### src/design/r2b_pkg.sv
`default_nettype none

package r2b_pkg;

    // field widths
    localparam int PIX_W     = 24;
    localparam int BCOL_W    = 8;
    localparam int BROW_W    = 13;
    localparam int POS_W     = 6;
    localparam int IMG_W_W   = 12;
    localparam int IMG_H_W   = 16;

    // 8x8 block geometry
    localparam int BLK_BITS  = 3;
    localparam logic [BLK_BITS-1:0] BLK_LAST = '1;
    localparam logic [POS_W-1:0]    POS_LAST = '1;

    // block index over the full 12-bit column range
    localparam int BIDX_W    = IMG_W_W - BLK_BITS;

    // configuration port
    localparam int CFG_IDX_W  = 4;
    localparam int CFG_DATA_W = 16;
    localparam logic [CFG_IDX_W-1:0] REG_IMAGE_WIDTH  = CFG_IDX_W'(0);
    localparam logic [CFG_IDX_W-1:0] REG_IMAGE_HEIGHT = CFG_IDX_W'(1);

    // depth of the block request queue
    localparam int REQ_QUEUE_DEPTH = 2;

    // one block to emit
    typedef struct packed {
        logic [BIDX_W-1:0]   bcol;
        logic [BROW_W-1:0]   stripe;
        logic [BLK_BITS-1:0] last_row;
        logic [IMG_W_W-1:0]  last_col;
        logic                final_blk;
    } blk_req_t;

    // block the emitter is reading
    typedef struct packed {
        logic              busy;
        logic [BIDX_W-1:0] bcol;
    } back_status_t;

endpackage

`default_nettype wire

### src/design/r2b_queue.sv
`default_nettype none

module r2b_queue import r2b_pkg::*; #(
    parameter int DEPTH = 2
) (
    input  wire logic              clk,
    input  wire logic              rst_n,
    input  wire logic              push,
    input  wire blk_req_t          push_data,
    output logic                   full,
    input  wire logic              pop,
    output blk_req_t               pop_data,
    output logic                   empty,
    input  wire logic [BIDX_W-1:0] probe_bcol,
    output logic                   probe_hit
);

    localparam int PW = $clog2(DEPTH);

    blk_req_t         ent_reg [DEPTH];
    logic [DEPTH-1:0] vld_reg, vld_next;
    logic [PW-1:0]    wr_ptr_reg, wr_ptr_next;
    logic [PW-1:0]    rd_ptr_reg, rd_ptr_next;

    assign full     = vld_reg[wr_ptr_reg];
    assign empty    = !vld_reg[rd_ptr_reg];
    assign pop_data = ent_reg[rd_ptr_reg];

    // does any waiting block cover this block column
    always_comb
    begin
        probe_hit = 1'b0;
        for (int i = 0; i < DEPTH; i++)
        begin
            if (vld_reg[i] && ent_reg[i].bcol == probe_bcol)
            begin
                probe_hit = 1'b1;
            end
        end
    end

    // pointer and valid bit update
    always_comb
    begin
        vld_next    = vld_reg;
        wr_ptr_next = wr_ptr_reg;
        rd_ptr_next = rd_ptr_reg;
        if (pop)
        begin
            vld_next[rd_ptr_reg] = 1'b0;
            rd_ptr_next          = PW'(rd_ptr_reg + 1'b1);
        end
        if (push)
        begin
            vld_next[wr_ptr_reg] = 1'b1;
            wr_ptr_next          = PW'(wr_ptr_reg + 1'b1);
        end
    end

    always_ff @(posedge clk or negedge rst_n)
    begin
        if (!rst_n)
        begin
            vld_reg    <= '0;
            wr_ptr_reg <= '0;
            rd_ptr_reg <= '0;
        end
        else
        begin
            vld_reg    <= vld_next;
            wr_ptr_reg <= wr_ptr_next;
            rd_ptr_reg <= rd_ptr_next;
        end
    end

    // entry payload
    always_ff @(posedge clk)
    begin
        if (push)
        begin
            ent_reg[wr_ptr_reg] <= push_data;
        end
    end

    a_no_push_full: assert property (@(posedge clk) disable iff (!rst_n)
        push |-> !full)
        else $error("request pushed into full queue");

    a_no_pop_empty: assert property (@(posedge clk) disable iff (!rst_n)
        pop |-> !empty)
        else $error("request popped from empty queue");

endmodule

`default_nettype wire

### config.mk
export PLATFORM = sky130hd
export DESIGN_NAME = r2b_queue
export DESIGN_NICKNAME = d
export VERILOG_FILES = /design/src/design/r2b_pkg.sv /design/src/design/r2b_queue.sv
export SDC_FILE = /design/constraint.sdc
export NUM_CORES = 1
export LEC_CHECK = 0
export ABC_AREA = 1
export BUFFER_PORTS_ARGS = -buffer_cell sky130_fd_sc_hd__clkbuf_2
export CAP_MARGIN = 40
export CORE_MARGIN = 3
export CORE_UTILIZATION = 50
export CTS_CLUSTER_SIZE = 8
export DETAILED_ROUTE_END_ITERATION = 8
export PLACE_DENSITY = 0.77
export SETUP_SLACK_MARGIN = 0.3
export SLEW_MARGIN = 20
export SYNTH_ARGS = -nofsm -noshare
export SYNTH_HDL_FRONTEND = slang
export SYNTH_SLANG_ARGS = --single-unit
### constraint.sdc
create_clock -name clk -period 4.9 [get_ports clk]
set_clock_uncertainty 0.15 [all_clocks]
set_input_delay 0.98 -clock clk [delete_from_list [all_inputs] [get_ports clk]]
set_output_delay 0.98 -clock clk [all_outputs]
set_load 0.005 [all_outputs]
# Word-level counts from Yosys, hierarchy flattened
# Memory sizes are Yosys's and may differ from the RTL's.
# Cells that the tools add are included.
# W data, S select, Z words.
[word_totals] ff_bits=4 mem_bits_rw=76 input_bits=51 output_inout_bits=41 wordCells=34 memories=1
[classes] addsub=2 magnitude_cmp=4 eq_ne=2 n_mux=14 bitwise_logic=3 n_reduce_logical=5
[memory_table] memory="ent_reg" depth=2 width=38 rd=3 rd_clocked_by_memory_dff=0 wr=1 line="r2b_queue.sv:20" text="blk_req_t ent_reg [DEPTH];"
[ops] operator="$eq A9 B9 Y1" count=2
[ops] operator="$mux W1" count=10
[ops] operator="$logic_and A1 B1 Y1" count=4
[ops] operator="$lt A1 B2 Y1 const B" count=2
[ops] operator="$mux W2" count=2
[ops] operator="$add A1 B1 Y1 const B" count=2
[ops] operator="$and A2 B2 Y2" count=1
[ops] operator="$demux W1 S1" count=2
[ops] operator="$ge A1 B1 Y1 const B" count=2
[ops] operator="$not A2 Y2" count=1
[ops] operator="$or A2 B2 Y2" count=1
[ops] operator="$logic_not A1 Y1" count=1

# Depth between registers and ports, before layout
[depth] word_depth=9 ltp_mapped=8 depth_no_buf=8

# Worst setup path before layout
# No wires, ideal clock.
[synth_path] path_kind="in2reg" startpoint="input push" endpoint="memory ent_reg[0][0] in the netlist's numbering, enable pin" arrival_time_ns=2.632 required_time_ns=4.316 path_slack_ns=1.684 stages=2 path_buffers=0 cell_sequence="inv_1 > nor2_1"
[synth_via] elab_chain_len=2
[synth_rtl] element="start: declaration" line="r2b_queue.sv:8" text="input wire logic push,"
[synth_rtl] element="$mux W1" line="r2b_queue.sv:79" text="if (push)"
[synth_rtl] element="$mux W1 (implied by the code)" line="r2b_queue.sv:81" text="ent_reg[wr_ptr_reg] <= push_data;"
[synth_rtl] element="end: declaration" line="r2b_queue.sv:20"
# No other way between the ends.

# Worst setup path after layout
[layout_path] startpoint="input probe_bcol[3]" endpoint="output probe_hit"
[layout_via] elab_chain_len=4 elab_cells_between_ends=6 cone_classes="2 x eq/ne; 2 x mux; 2 x reduce/logical"
[layout_rtl] element="start: declaration" line="r2b_queue.sv:14" text="input wire logic [BIDX_W-1:0] probe_bcol,"
[layout_rtl] element="$eq A9 B9 Y1" line="r2b_queue.sv:35" text="if (vld_reg[i] && ent_reg[i].bcol == probe_bcol)"
[layout_rtl] element="$logic_and A1 B1 Y1" line="r2b_queue.sv:35"
[layout_rtl] element="$mux W1" line="r2b_queue.sv:35"
[layout_rtl] element="$mux W1 (*)" line="r2b_queue.sv:35"
[layout_rtl] element="end: declaration" line="r2b_queue.sv:15" text="output logic probe_hit"
# Mark *: on every way between the ends. The rest lies on a longest branch, timed or not.

==> metrics.csv <==
stage;metric;value;unit
outcome;status;finished clean;
global_route;vias in the first global route;2246;
yosys;XOR/XNOR Fraction of Synth Area;0.00797;
routing;Via density;4.88;
routing;vias;2338;
sta;setup slack after layout;2.03;ns
die;Die H;87.2;um
power;Combinational Power Share;0.313;
cts;Post-CTS Hold Buffers;0;
yosys;Ys Warns;0;
yosys;adder-cell share of the synthesized area;0;
routing;DRT Pass-1 Iters;4;
yosys;Synth top cells by count;149 x nand2_1, 76 x edfxtp_1, 34 x inv_1, 14 x o21ai_0, 7 x nor2_1;
yosys;Yosys top cell by area;edfxtp_1;
die;initial core utilization;0.535;
routing;Detail Route Antenna Nets;0;
die;core area;0.00617;mm2
setup_path;crit-path max FO;3;
cells_and_area;max reg flops;76;
cells_and_area;final net count;451;
global_route;pin count of the biggest net entering global routing;49;
routing;Post-route DRC;0;
placed_design;placed cell area;0.00383;mm2
yosys;FF+latch count, synth;80;
placed_design;post-DP HPWL;4420;um
yosys;Compound-Gate Fraction of Synth Area;0.0304;
yosys;Post-synth ARST share;0.0500;
yosys;Synth area leaders;edfxtp_1 69%, nand2_1 17%, inv_1 3.9%, dfrtp_1 3.0%, o21ai_0 2.1%;
sta;Max-Slew Margin vs Limit;0.589;
yosys;top-count cell post-synth;nand2_1;
yosys;Synth Area in Simple Gates;0.181;
power;sw frac;0.326;
cts;TritonCTS clock tree;yes;
cells_and_area;filler cell count;463;
setup_path;CP max stage cell;a21oi_1;
die;FP Rows;28;
yosys;Avg Cell Area, Syn;10.9;um2
setup_path;worst path bufs/invs;3;
cells_and_area;register area;0.00238;mm2
sta;Slew @ Worst Pin;0.615;ns
sta;Final TNS setup;0;ns
sta;final hold violation count;0;
yosys;Syn Inst Count;303;
setup_path;Critical Path AT;1.74;ns
setup_path;CP Data Required Time;3.77;ns
cts;post-CTS setup buffers;0;
power;Leakage;1.91;nW
power;Clk pwr share;0.214;
yosys;dominant synthesized flop cell;edfxtp_1;
hold_path;HP Class;input pin to asynchronous set/reset pin;
cts;H-tree levels;3;
setup_path;delay of the slowest critical-path stage;0.14;ns
cells_and_area;# diodes;0;
power;Power Density;514;mW/mm2
routing;final wirelength;6330;um
power;Pint;0.00140;W
cells_and_area;share of cells above drive strength 1;0.272;
setup_path;reg-to-reg startpoint;wr_ptr_reg$_DFFE_PN0P_;
global_route;grt total ovfl;0;
yosys;largest family of logic cells by synthesized area;simple AND/OR/NAND/NOR gates;
job;max-cap check violation count;0;
yosys;Yosys top cell area share;0.692;
cells_and_area;area of the multi-input gates;729;um2
cts;Clock Pin Slew Worst Setup and Hold Paths;0.07;ns
yosys;Syn Nets;354;
sta;max-slew violation count;0;
yosys;Mapped Area;0.00330;mm2
placed_design;PortBufs;91;
cts;CTS Buf Count;9;
yosys;post-synthesis mux area share;0;
cts;clk_lat worst skew;0.33;ns
sta;Setup Viol. Count Final;0;
power;Worst IR Drop VDD;0.000311;V
sta;Tmin final;2.87;ns
sta;maximum clock frequency;349;MHz
cts;CTS root buffer;clkbuf_8;
routing;Initial DRC Count;88;
placed_design;Place WS;1.97;ns
die;I/O pin total;92;
setup_path;CP Class;input pin to output port;
power;switching power;0.000675;W
die;DIE AREA;0.00760;mm2
power;Seq pwr share;0.473;
cts;maximum clock path buffer count;2;
global_route;global-route wire length before repair;10000;um
cts;Resized Gates After CTS;0;
routing;wire per inst;13.2;um
setup_path;crit path cell chain;clkbuf_2 > inv_1 > nand2_1 > o21ai_0 > a21oi_1 > nand3_1 > nand2_1 > clkbuf_2;
yosys;Post-synth EDFFs;76;
setup_path;CP startpoint kind;input pin;
die;chip width;87.2;um
placed_design;Final Wtd Congestion;0.792;
setup_path;crit path from;probe_bcol[3];
yosys;Seq/Total Area, Yosys;0.723;
sta;unrepaired setup endpoints after global routing;false;
global_route;All-Layer GR Usage;0.178;
yosys;post-synth cell types;16;
cts;clk sinks;80;
cells_and_area;post-route cell area;0.00403;mm2
setup_path;CP top delay family;buffers and inverters;
global_route;initial antenna violation count;0;
setup_path;Crit. End Element;output port;
cells_and_area;P&R area growth vs syn;22.1;%
sta;final period utilization;0.585;
[area by class of cell]
cell class              instances  share of cell area
flip-flops and latches         80               0.592
repair buffers                 94               0.127
clock inverters                 4              0.0115
clock buffers                  11              0.0326
well taps                      75              0.0233
multi-input cells             180               0.181
inverters                      35              0.0326
[worst register-to-register path, delay by kind of cell, from the launching register on]
kind	cells	cell delay, ns
and+or+nand+nor	1	0.12
DFF	1	0.46
buffers and inverters	2	0.74
[logic make-up (layout without fill, tap and decap cells)]
kind of cell | after synthesis | count (layout)
AND/OR/NAND/NOR | 158 | 158
flip-flops | 80 | 80
buffers and inverters | 43 | 144
AO/OA/AOI/OAI | 19 | 19
XOR/XNOR | 3 | 3
[layer usage]
layer / part of all wire / track usage / vias up
met5: 0 / 0 / -
met1: 0.40 / 0.216 / 1060
li1: - / - / 1170
met2: 0.50 / 0.302 / 98
met3: 0.089 / 0.0473 / 10
met4: 0.012 / 0.0725 / 0
[stage by stage]
stage / total power [W] / cells / hold slack (ns) / util
after floorplan: 0.00136 / 303 / 0.336 / -
after global placement: 0.00160 / 462 / 0.365 / 0.616
after detailed placement: 0.00163 / 463 / 0.380 / 0.621
after CTS: 0.00208 / 478 / 0.270 / 0.650
after global routing: 0.00221 / 479 / 0.264 / 0.653
final: 0.00207 / 479 / 0.284 / 0.653
[power groups by stage]
stage	combinational [W]	clock (W)	sequential, W
final	0.000648	0.000444	0.000979
after global routing	0.000732	0.000489	0.000993
after CTS	0.000606	0.000452	0.00102
after detailed placement	0.000602	0	0.00103
after global placement	0.000573	0	0.00103
after floorplan	0.000388	0	0.000967
[final timing paths]
kind,to,slack (ns),cells past startpoint
setup / recovery,probe_hit,2.03,8
hold / removal,rd_ptr_reg$_DFFE_PN0P_,0.28,1
setup reg to reg,ent_reg[1][15]$_DFFE_PP_,3.11,3
hold reg to reg,vld_reg[0]$_DFF_PN0_,0.40,2
max in group asynchronous,rd_ptr_reg$_DFFE_PN0P_,4.18,1
min in group clk,vld_reg[0]$_DFF_PN0_,0.40,2
[cells in the final DEF, fill, tap and decap left out, types with 3 or more instances in the layout]
cell / instances
a21oi_1: 3
clkbuf_2: 91
clkbuf_8: 9
dfrtp_1: 3
edfxtp_1: 76
inv_1: 33
nand2_1: 149
nor2_1: 6
o21ai_0: 14
Note: power is estimated with default switching activity, not from simulation.
