**src/design/r2b_pkg.sv**
```systemverilog
`default_nettype none

package r2b_pkg;

    // field widths
    localparam int PIX_W     = 24;
    localparam int BCOL_W    = 8;
    localparam int BROW_W    = 13;
    localparam int POS_W     = 6;
    localparam int IMG_W_W   = 12;
    localparam int IMG_H_W   = 16;

    // 8x8 block geometry
    localparam int BLK_BITS  = 3;
    localparam logic [BLK_BITS-1:0] BLK_LAST = '1;
    localparam logic [POS_W-1:0]    POS_LAST = '1;

    // block index over the full 12-bit column range
    localparam int BIDX_W    = IMG_W_W - BLK_BITS;

    // configuration port
    localparam int CFG_IDX_W  = 4;
    localparam int CFG_DATA_W = 16;
    localparam logic [CFG_IDX_W-1:0] REG_IMAGE_WIDTH  = CFG_IDX_W'(0);
    localparam logic [CFG_IDX_W-1:0] REG_IMAGE_HEIGHT = CFG_IDX_W'(1);

    // depth of the block request queue
    localparam int REQ_QUEUE_DEPTH = 2;

    // one block to emit
    typedef struct packed {
        logic [BIDX_W-1:0]   bcol;
        logic [BROW_W-1:0]   stripe;
        logic [BLK_BITS-1:0] last_row;
        logic [IMG_W_W-1:0]  last_col;
        logic                final_blk;
    } blk_req_t;

    // block the emitter is reading
    typedef struct packed {
        logic              busy;
        logic [BIDX_W-1:0] bcol;
    } back_status_t;

endpackage

`default_nettype wire

```
**src/design/r2b_if.sv**
```systemverilog
`default_nettype none


// block pixel channel
interface r2b_blk_if import r2b_pkg::*; ();
    logic              valid;
    logic              ready;
    logic [PIX_W-1:0]  pixel_out;
    logic [BCOL_W-1:0] block_column;
    logic [BROW_W-1:0] block_row;
    logic [POS_W-1:0]  position_in_block;
    logic              last_in_block;
    logic              last_block;

    modport source (output valid, output pixel_out, output block_column,
                    output block_row, output position_in_block,
                    output last_in_block, output last_block, input ready);
    modport sink   (input valid, input pixel_out, input block_column,
                    input block_row, input position_in_block,
                    input last_in_block, input last_block, output ready);
endinterface


`default_nettype wire

```
**src/design/r2b_back.sv**
```systemverilog
`default_nettype none

module r2b_back import r2b_pkg::*; #(
    parameter int COL_W = 11
) (
    input  wire logic                      clk,
    input  wire logic                      rst_n,
    input  wire logic                      q_empty,
    output logic                           q_pop,
    input  wire blk_req_t                  q_data,
    output back_status_t                   status,
    output logic                           ram_re,
    output logic [BLK_BITS+COL_W-1:0]      ram_raddr,
    input  wire logic [PIX_W-1:0]          ram_rdata,
    r2b_blk_if.source                      blocks
);

    typedef struct packed {
        logic [BCOL_W-1:0] bcol;
        logic [BROW_W-1:0] brow;
        logic [POS_W-1:0]  pos;
        logic              last_in_blk;
        logic              last_blk;
    } meta_t;

    typedef struct packed {
        logic [PIX_W-1:0] pix;
        meta_t            meta;
    } beat_t;

    logic                active_reg, active_next;
    blk_req_t            req_reg, req_next;
    logic [POS_W-1:0]    pos_reg, pos_next;
    logic                rd_pend_reg;
    meta_t               meta_pend_reg, issue_meta;
    logic                out_v_reg, out_v_next;
    beat_t               out_reg, out_next;
    logic                skid_v_reg, skid_v_next;
    beat_t               skid_reg, skid_next;

    logic                pop_out;
    logic [1:0]          occ_after;
    logic                issue;
    logic                last_issue;
    logic                load;
    logic [BLK_BITS-1:0] blk_i;
    logic [BLK_BITS-1:0] blk_j;
    logic [BLK_BITS-1:0] src_row;
    logic [IMG_W_W-1:0]  col_full;
    logic [IMG_W_W-1:0]  src_col;
    beat_t               in_beat;

    // read credit: output register, skid and read in flight hold at most two
    assign pop_out    = out_v_reg && blocks.ready;
    assign occ_after  = 2'(out_v_reg) + 2'(skid_v_reg) + 2'(rd_pend_reg) - 2'(pop_out);
    assign issue      = active_reg && (occ_after < 2'd2);
    assign last_issue = issue && (pos_reg == POS_LAST);
    assign load       = !q_empty && (!active_reg || last_issue);
    assign q_pop      = load;

    assign status.busy = active_reg;
    assign status.bcol = req_reg.bcol;

    // edge replication on source row and column
    assign blk_i    = pos_reg[POS_W-1:BLK_BITS];
    assign blk_j    = pos_reg[BLK_BITS-1:0];
    assign src_row  = (blk_i < req_reg.last_row) ? blk_i : req_reg.last_row;
    assign col_full = {req_reg.bcol, blk_j};
    assign src_col  = (col_full > req_reg.last_col) ? req_reg.last_col : col_full;

    assign ram_re    = issue;
    assign ram_raddr = {src_row, COL_W'(src_col)};

    assign issue_meta.bcol        = req_reg.bcol[BCOL_W-1:0];
    assign issue_meta.brow        = req_reg.stripe;
    assign issue_meta.pos         = pos_reg;
    assign issue_meta.last_in_blk = (pos_reg == POS_LAST);
    assign issue_meta.last_blk    = req_reg.final_blk;

    // block sequencing
    always_comb
    begin
        active_next = active_reg;
        req_next    = req_reg;
        pos_next    = pos_reg;
        if (issue)
        begin
            pos_next = pos_reg + 1'b1;
        end
        if (load)
        begin
            active_next = 1'b1;
            req_next    = q_data;
            pos_next    = '0;
        end
        else if (last_issue)
        begin
            active_next = 1'b0;
        end
    end

    // output register and skid stage
    assign in_beat = {ram_rdata, meta_pend_reg};

    always_comb
    begin
        out_v_next  = out_v_reg;
        out_next    = out_reg;
        skid_v_next = skid_v_reg;
        skid_next   = skid_reg;
        if (out_v_reg && !pop_out)
        begin
            if (!skid_v_reg && rd_pend_reg)
            begin
                skid_v_next = 1'b1;
                skid_next   = in_beat;
            end
        end
        else if (skid_v_reg)
        begin
            out_v_next  = 1'b1;
            out_next    = skid_reg;
            skid_v_next = rd_pend_reg;
            skid_next   = in_beat;
        end
        else if (rd_pend_reg)
        begin
            out_v_next  = 1'b1;
            out_next    = in_beat;
            skid_v_next = 1'b0;
        end
        else
        begin
            out_v_next = 1'b0;
        end
    end

    always_ff @(posedge clk or negedge rst_n)
    begin
        if (!rst_n)
        begin
            active_reg  <= 1'b0;
            pos_reg     <= '0;
            rd_pend_reg <= 1'b0;
            out_v_reg   <= 1'b0;
            skid_v_reg  <= 1'b0;
        end
        else
        begin
            active_reg  <= active_next;
            pos_reg     <= pos_next;
            rd_pend_reg <= issue;
            out_v_reg   <= out_v_next;
            skid_v_reg  <= skid_v_next;
        end
    end

    // payload registers
    always_ff @(posedge clk)
    begin
        req_reg       <= req_next;
        meta_pend_reg <= issue_meta;
        out_reg       <= out_next;
        skid_reg      <= skid_next;
    end

    assign blocks.valid             = out_v_reg;
    assign blocks.pixel_out         = out_reg.pix;
    assign blocks.block_column      = out_reg.meta.bcol;
    assign blocks.block_row         = out_reg.meta.brow;
    assign blocks.position_in_block = out_reg.meta.pos;
    assign blocks.last_in_block     = out_reg.meta.last_in_blk;
    assign blocks.last_block        = out_reg.meta.last_blk;

    a_credit: assert property (@(posedge clk) disable iff (!rst_n)
        $countones({out_v_reg, skid_v_reg, rd_pend_reg}) <= 2)
        else $error("read issued without room in output stages");

    a_pos_order: assert property (@(posedge clk) disable iff (!rst_n)
        pop_out && !out_reg.meta.last_in_blk
        |=> !out_v_reg || out_reg.meta.pos == POS_W'($past(out_reg.meta.pos) + 1'b1))
        else $error("block pixels out of order");

endmodule

`default_nettype wire

```
**src/flat_wrapper.sv**
```systemverilog
// flat-port wrapper written by rule: the top's interface ports become plain ports
module r2b_back_flat import r2b_pkg::*;
#(
    parameter int COL_W = 11
)
  (clk, rst_n, q_empty, q_pop, q_data, status, ram_re, ram_raddr, ram_rdata, blocks_valid, blocks_pixel_out, blocks_block_column, blocks_block_row, blocks_position_in_block, blocks_last_in_block, blocks_last_block, blocks_ready);
  r2b_blk_if blocks_i ();
  input  wire logic clk;
  input  wire logic rst_n;
  input  wire logic q_empty;
  output logic q_pop;
  input  wire blk_req_t q_data;
  output back_status_t status;
  output logic ram_re;
  output logic [BLK_BITS+COL_W-1:0] ram_raddr;
  input  wire logic [PIX_W-1:0] ram_rdata;
  output wire logic [$bits(blocks_i.valid)-1:0] blocks_valid;
  output wire logic [$bits(blocks_i.pixel_out)-1:0] blocks_pixel_out;
  output wire logic [$bits(blocks_i.block_column)-1:0] blocks_block_column;
  output wire logic [$bits(blocks_i.block_row)-1:0] blocks_block_row;
  output wire logic [$bits(blocks_i.position_in_block)-1:0] blocks_position_in_block;
  output wire logic [$bits(blocks_i.last_in_block)-1:0] blocks_last_in_block;
  output wire logic [$bits(blocks_i.last_block)-1:0] blocks_last_block;
  input wire logic [$bits(blocks_i.ready)-1:0] blocks_ready;
  assign blocks_valid = blocks_i.valid;
  assign blocks_pixel_out = blocks_i.pixel_out;
  assign blocks_block_column = blocks_i.block_column;
  assign blocks_block_row = blocks_i.block_row;
  assign blocks_position_in_block = blocks_i.position_in_block;
  assign blocks_last_in_block = blocks_i.last_in_block;
  assign blocks_last_block = blocks_i.last_block;
  assign blocks_i.ready = blocks_ready;
  r2b_back #(.COL_W(COL_W)) u_core (.clk(clk), .rst_n(rst_n), .q_empty(q_empty), .q_pop(q_pop), .q_data(q_data), .status(status), .ram_re(ram_re), .ram_raddr(ram_raddr), .ram_rdata(ram_rdata), .blocks(blocks_i));
endmodule
```
**config.mk**
```make
export PLATFORM = sky130hd
export DESIGN_NAME = r2b_back_flat
export DESIGN_NICKNAME = d
export VERILOG_FILES = /design/src/design/r2b_pkg.sv /design/src/design/r2b_if.sv /design/src/design/r2b_back.sv /design/src/flat_wrapper.sv
export SDC_FILE = /design/constraint.sdc
export NUM_CORES = 1
export LEC_CHECK = 0
export CORE_MARGIN = 4
export CORE_UTILIZATION = 60
export DETAILED_ROUTE_END_ITERATION = 12
export DONT_BUFFER_PORTS = 1
export PLACE_DENSITY = 0.76
export REMOVE_ABC_BUFFERS = 1
export SYNTH_ARGS = -nofsm -noshare
export SYNTH_HDL_FRONTEND = slang
export SYNTH_SLANG_ARGS = --single-unit
export TNS_END_PERCENT = 50
```
**constraint.sdc**
```tcl
create_clock -name clk -period 7 [get_ports clk]
set_input_delay 1.4 -clock clk [delete_from_list [all_inputs] [get_ports clk]]
set_output_delay 1.4 -clock clk [all_outputs]
set_load 0.005 [all_outputs]
```
After elaboration in Yosys (flattened, before gate mapping):

Cells that the tools add are included.

* memories kept: 0
* ROM bits: 0
* bits in registers: 183
* logic and storage cells: 70
* output and inout port bits: 80
* input port bits: 66
* bits in writable memories: 0
* latch bits: 0

* $mul: 0
* shift-type cells: 0
* order comparisons: 3
* reduce and logical (&&, ||, !) cells: 17
* equality and inequality tests: 2
* div/mod/pow operators: 0
* muxes and demuxes: 16
* add/subtract/negate cells: 4
* bitwise logic cells: 1

Operators with widths (number)
* $mux 53: 5
* $gt 12x12->1: 1
* $mux 6: 2
* $mux 11: 1
* $reduce_bool 2->1: 4
* $mux 1: 7
* $add 6x1->6 const B: 1
* $eq 6x6->1 const B: 1
* $logic_and 1x1->1: 6
* $logic_not 1->1: 4
* $reduce_and 2->1: 2
* $lt 3x3->1: 1
* $mux 3: 1
* $add 1x1->2: 1
* $add 2x1->2: 1
* $lt 2x2->1 const B: 1
* $ne 2x2->1 const B: 1
* $sub 2x1->2: 1
* $logic_or 1x1->1: 1
* $not 1->1: 1

Longest topological paths before layout:

* depth in word-level cells: 9
* mapped depth: 10
* gate-level depth less buffers: 9

Worst setup path after synthesis:

OpenSTA, ideal clock, no wires.

* path type: in2out
* start point: input port blocks_ready
* end point: output port q_pop
* setup slack: 2494 ps
* stages: 9
* buffers on the path: 1
* arrival: 3106 ps
* required time: 5600 ps
* cells stage by stage: and2_1 ha_1 inv_1 ha_1 a21oi_1 xor2_2 a21bo_2 and2b_1 buf_6

* cells in the longest elaborated chain, start to end: 7

Ends and longest elaborated chain
* start, declared: line flat_wrapper.sv:24 `input wire logic [$bits(blocks_i.ready)-1:0] blocks_ready;`
* $logic_and 1x1->1: line r2b_back.sv:54 `assign pop_out = out_v_reg && blocks.ready;`
* $sub 2x1->2: line r2b_back.sv:55 `assign occ_after = 2'(out_v_reg) + 2'(skid_v_reg) + 2'(rd_pend_reg) - 2'(pop_out);`
* $lt 2x2->1: line r2b_back.sv:56 `assign issue = active_reg && (occ_after < 2'd2);`
* $logic_and 1x1->1: line r2b_back.sv:56
* $logic_and 1x1->1: line r2b_back.sv:57 `assign last_issue = issue && (pos_reg == POS_LAST);`
* $logic_or 1x1->1: line r2b_back.sv:58 `assign load = !q_empty && (!active_reg || last_issue);`
* $logic_and 1x1->1: line r2b_back.sv:58
* end, declared: line flat_wrapper.sv:11 `output logic q_pop;`

No other way between the ends.

Worst setup path after layout:

* start point: register u_core.req_reg, in the netlist u_core.status[2]
* end point: output port ram_raddr[10]

* cells in the longest elaborated chain, start to end: 2

Ends and longest elaborated chain
* start, declared: line r2b_back.sv:32 `blk_req_t req_reg, req_next;`
* start signal, assigned: line r2b_back.sv:161 `req_reg <= req_next;`
* $gt 12x12->1: line r2b_back.sv:69 `assign src_col = (col_full > req_reg.last_col) ? req_reg.last_col : col_full;`
* $mux 11: line r2b_back.sv:69
* end, declared: line flat_wrapper.sv:15 `output logic [BLK_BITS+COL_W-1:0] ram_raddr;`

No other way between the ends.

==> run summary <==
Outcome: complete, no violations
CTS Buf Count: 17
Worst clock skew: 0.00711 ns
Critical Path Source Type: flip-flop
Share of cells above drive strength 1: 0.268
Worst EP required: 5.60 ns
Area contributors post-synth: edfxtp_1, mux2_2, dfxtp_1
Register area: 5160 µm²
Hold wc startpoint: u_core.issue_meta[8]$_DFFE_PP_
TNS Setup: 0 ns
Final worst slack: 2.58 ns
Largest family of logic cells by synthesized area: multiplexers
Width of the die: 114 µm
RSZ-0062 raised after global routing: no
Placed Cells: 490
GRT Residual Overflow: 0
Commonest cells in the netlist: edfxtp_1, mux2_2, dfxtp_1
Placer Congestion: 0.784
Initial core utilization: 0.616
DR pass1 iterations: 4
Post-Syn Instances: 364
Min cycle time layout: 4.42 ns
Max Clk Rate: 0.226 GHz
Num rows: 38
Max reg flops: 53
FFs w/ async S/R, synth: 0.0546
Via count: 2943
DR vias/cell: 5.64
DP Wirelength: 6680 µm
Adder-cell share of the synthesized area: 0.0332
CP cell instances: ha_1 -> a21oi_1 -> o21ai_0 -> nand2b_1 -> a31oi_2 -> mux2_2
CTS tree: yes
Chip Height: 114 µm
Synth Area in Compound Gates: 0.0159
Vias in the first global route: 3128
Overall power: 3090 µW
Crit path DAT: 3.02 ns
Number of hold buffers added after CTS: 0
Post-cts resize count: 0
R2R Setup Slk: 4.00 ns
Synth Warn #: 0
Crit path max-delay family: compound AO/OA/AOI/OAI gates
Worst-Margin Slew: 1.02 ns
Wirelength per Cell: 20.1 µm
Peak supply drop: 0.000481 V
Avg Synthesized Cell Area: 18.4 µm²
Max FO, Critical Path: 11
Max-cap viol count: 0
ANT nets after route: 0
Filler Cell Count: 678
Hold Fails Final Rpt: 0
Register area share after synthesis: 0.769
Origin of the critical flop-to-flop path: u_core.blocks.valid$_DFFE_PN0N_
Synth Area in XOR/XNOR: 0.00896
Drt total wl: 10500 µm
WP buf/inv: 0
Largest net degree at the start of global routing: 58
P_leak: 0.00264 µW
Slowest-stage cell, CP: a31oi_2
Slew margin rel.: 0.318
Post-synth EDFFs: 144
Count leader, synth: edfxtp_1
Pwr/cell area: 424 nW/µm²
DIE AREA: 12900 µm²
Distinct cells, synth: 33
Slew Limit Fails: 0
Max incr delay on CP: 0.84 ns
Setup bufs post-CTS: 0
Crit share post-route: 0.631
Initial antenna violation count: 2
Critical path capture point type: output port
DRC: 0
Hold Path Class: reg -> reg
Drt initial violations: 196
Area growth syn-to-layout: 8.94%
Flops & latches, synth: 183
Post-Syn Area: 6700 µm²
Largest area contributor in the netlist: edfxtp_1
CTS clk-pin slew, worst paths: 0.07 ns
Synth Area in Simple Gates: 0.0301
Clk root buf: clkbuf_8
Worst Setup SP: u_core.status[2]$_DFFE_PP_
Placement Setup Slack: 2.59 ns
Post-synthesis mux area share: 0.115
Ports: 146
First-pass GRT wire length: 16600 µm
Clock Sinks: 183
Multi-input combinational cell area: 1370 µm²
Largest buffer count on any clock path: 2
Post-synth top flop: edfxtp_1
Clock latency on the worst-skew pair: 0.51 ns
Final setup violating endpoints: 0
# nets final: 452
GR Util All Layers: 0.170
Core area: 10900 µm²
Input/output buffers: 0
CTS H-Tree Depth: 4
Fin cells: 522
Top cell type's share of synthesized area: 0.645
Kind of critical path: reg -> out
cell type report:
type,count,area share
Sequential cell,183,0.706
Timing Repair Buffer,4,0.00411
Multi-Input combinational cell,146,0.188
Clock inverter,11,0.0106
Tap cell,140,0.0240
Antenna cell,1,0.000343
Inverter,17,0.00874
Clock buffer,20,0.0583
power breakdown:
| group | switching (µW) | internal (µW) | total, µW |
|---|---|---|---|
| sequential | 145 | 1580 | 1730 |
| combinational | 330 | 229 | 559 |
| clock | 374 | 434 | 808 |
| total | 849 | 2250 | 3090 |
worst paths after layout:
path                                                   end  depth (start not counted)
max                                          ram_raddr[10]                          6
min                              u_core.in_beat[8]$_DFF_P_                          0
max reg2reg                u_core.issue_meta[12]$_DFFE_PP_                          9
min reg2reg                      u_core.in_beat[8]$_DFF_P_                          0
max in group asynchronous    u_core.skid_v_reg$_DFFE_PN0P_                          0
min in group asynchronous    u_core.active_reg$_DFFE_PN0P_                          0
cells by family after synthesis:
logic type | after synthesis
flops | 183
mux | 65
simple gates | 40
buf+inv | 35
fa+ha+maj | 18
compound gates | 17
xor+xnor | 6
layout by cell type (no fill, tap or decap), types with 3 or more instances in the layout:
master	netlist	layout
xor2_1	4	4
a21oi_1	9	9
buf_4	10	4
mux2_4	10	10
clkbuf_16	0	16
o21ai_0	3	3
edfxtp_1	144	144
nand2_1	10	9
and3_1	4	4
clkinvlp_4	0	4
clkbuf_1	0	3
inv_1	17	17
ha_1	17	17
nand2b_1	3	3
nand3_1	5	5
nor2_1	7	6
dfrtp_1	10	9
mux2_2	55	55
nand4_1	4	4
dfxtp_1	29	29
through the flow:
stage / utilization / hold slack (ns) / cell area (µm²)
5_1_grt: 0.671 / 0.352 / 7300
2_1_floorplan: - / 0.323 / 6580
3_5_place_dp: 0.624 / 0.327 / 6800
4_1_cts: 0.670 / 0.338 / 7300
3_3_place_gp: 0.624 / 0.324 / 6800
6_report: 0.671 / 0.337 / 7300
layer usage:
layer,wire length [µm],vias to the layer above,share of wire,global-route usage
met2,5240,115,0.50,0.279
li1,-,1362,-,-
met3,921,8,0.088,0.0833
met1,4280,1456,0.41,0.197
met4,56,2,0.0053,0.0529
met5,7,-,0.00067,0
(Power assumes the default switching activity.)
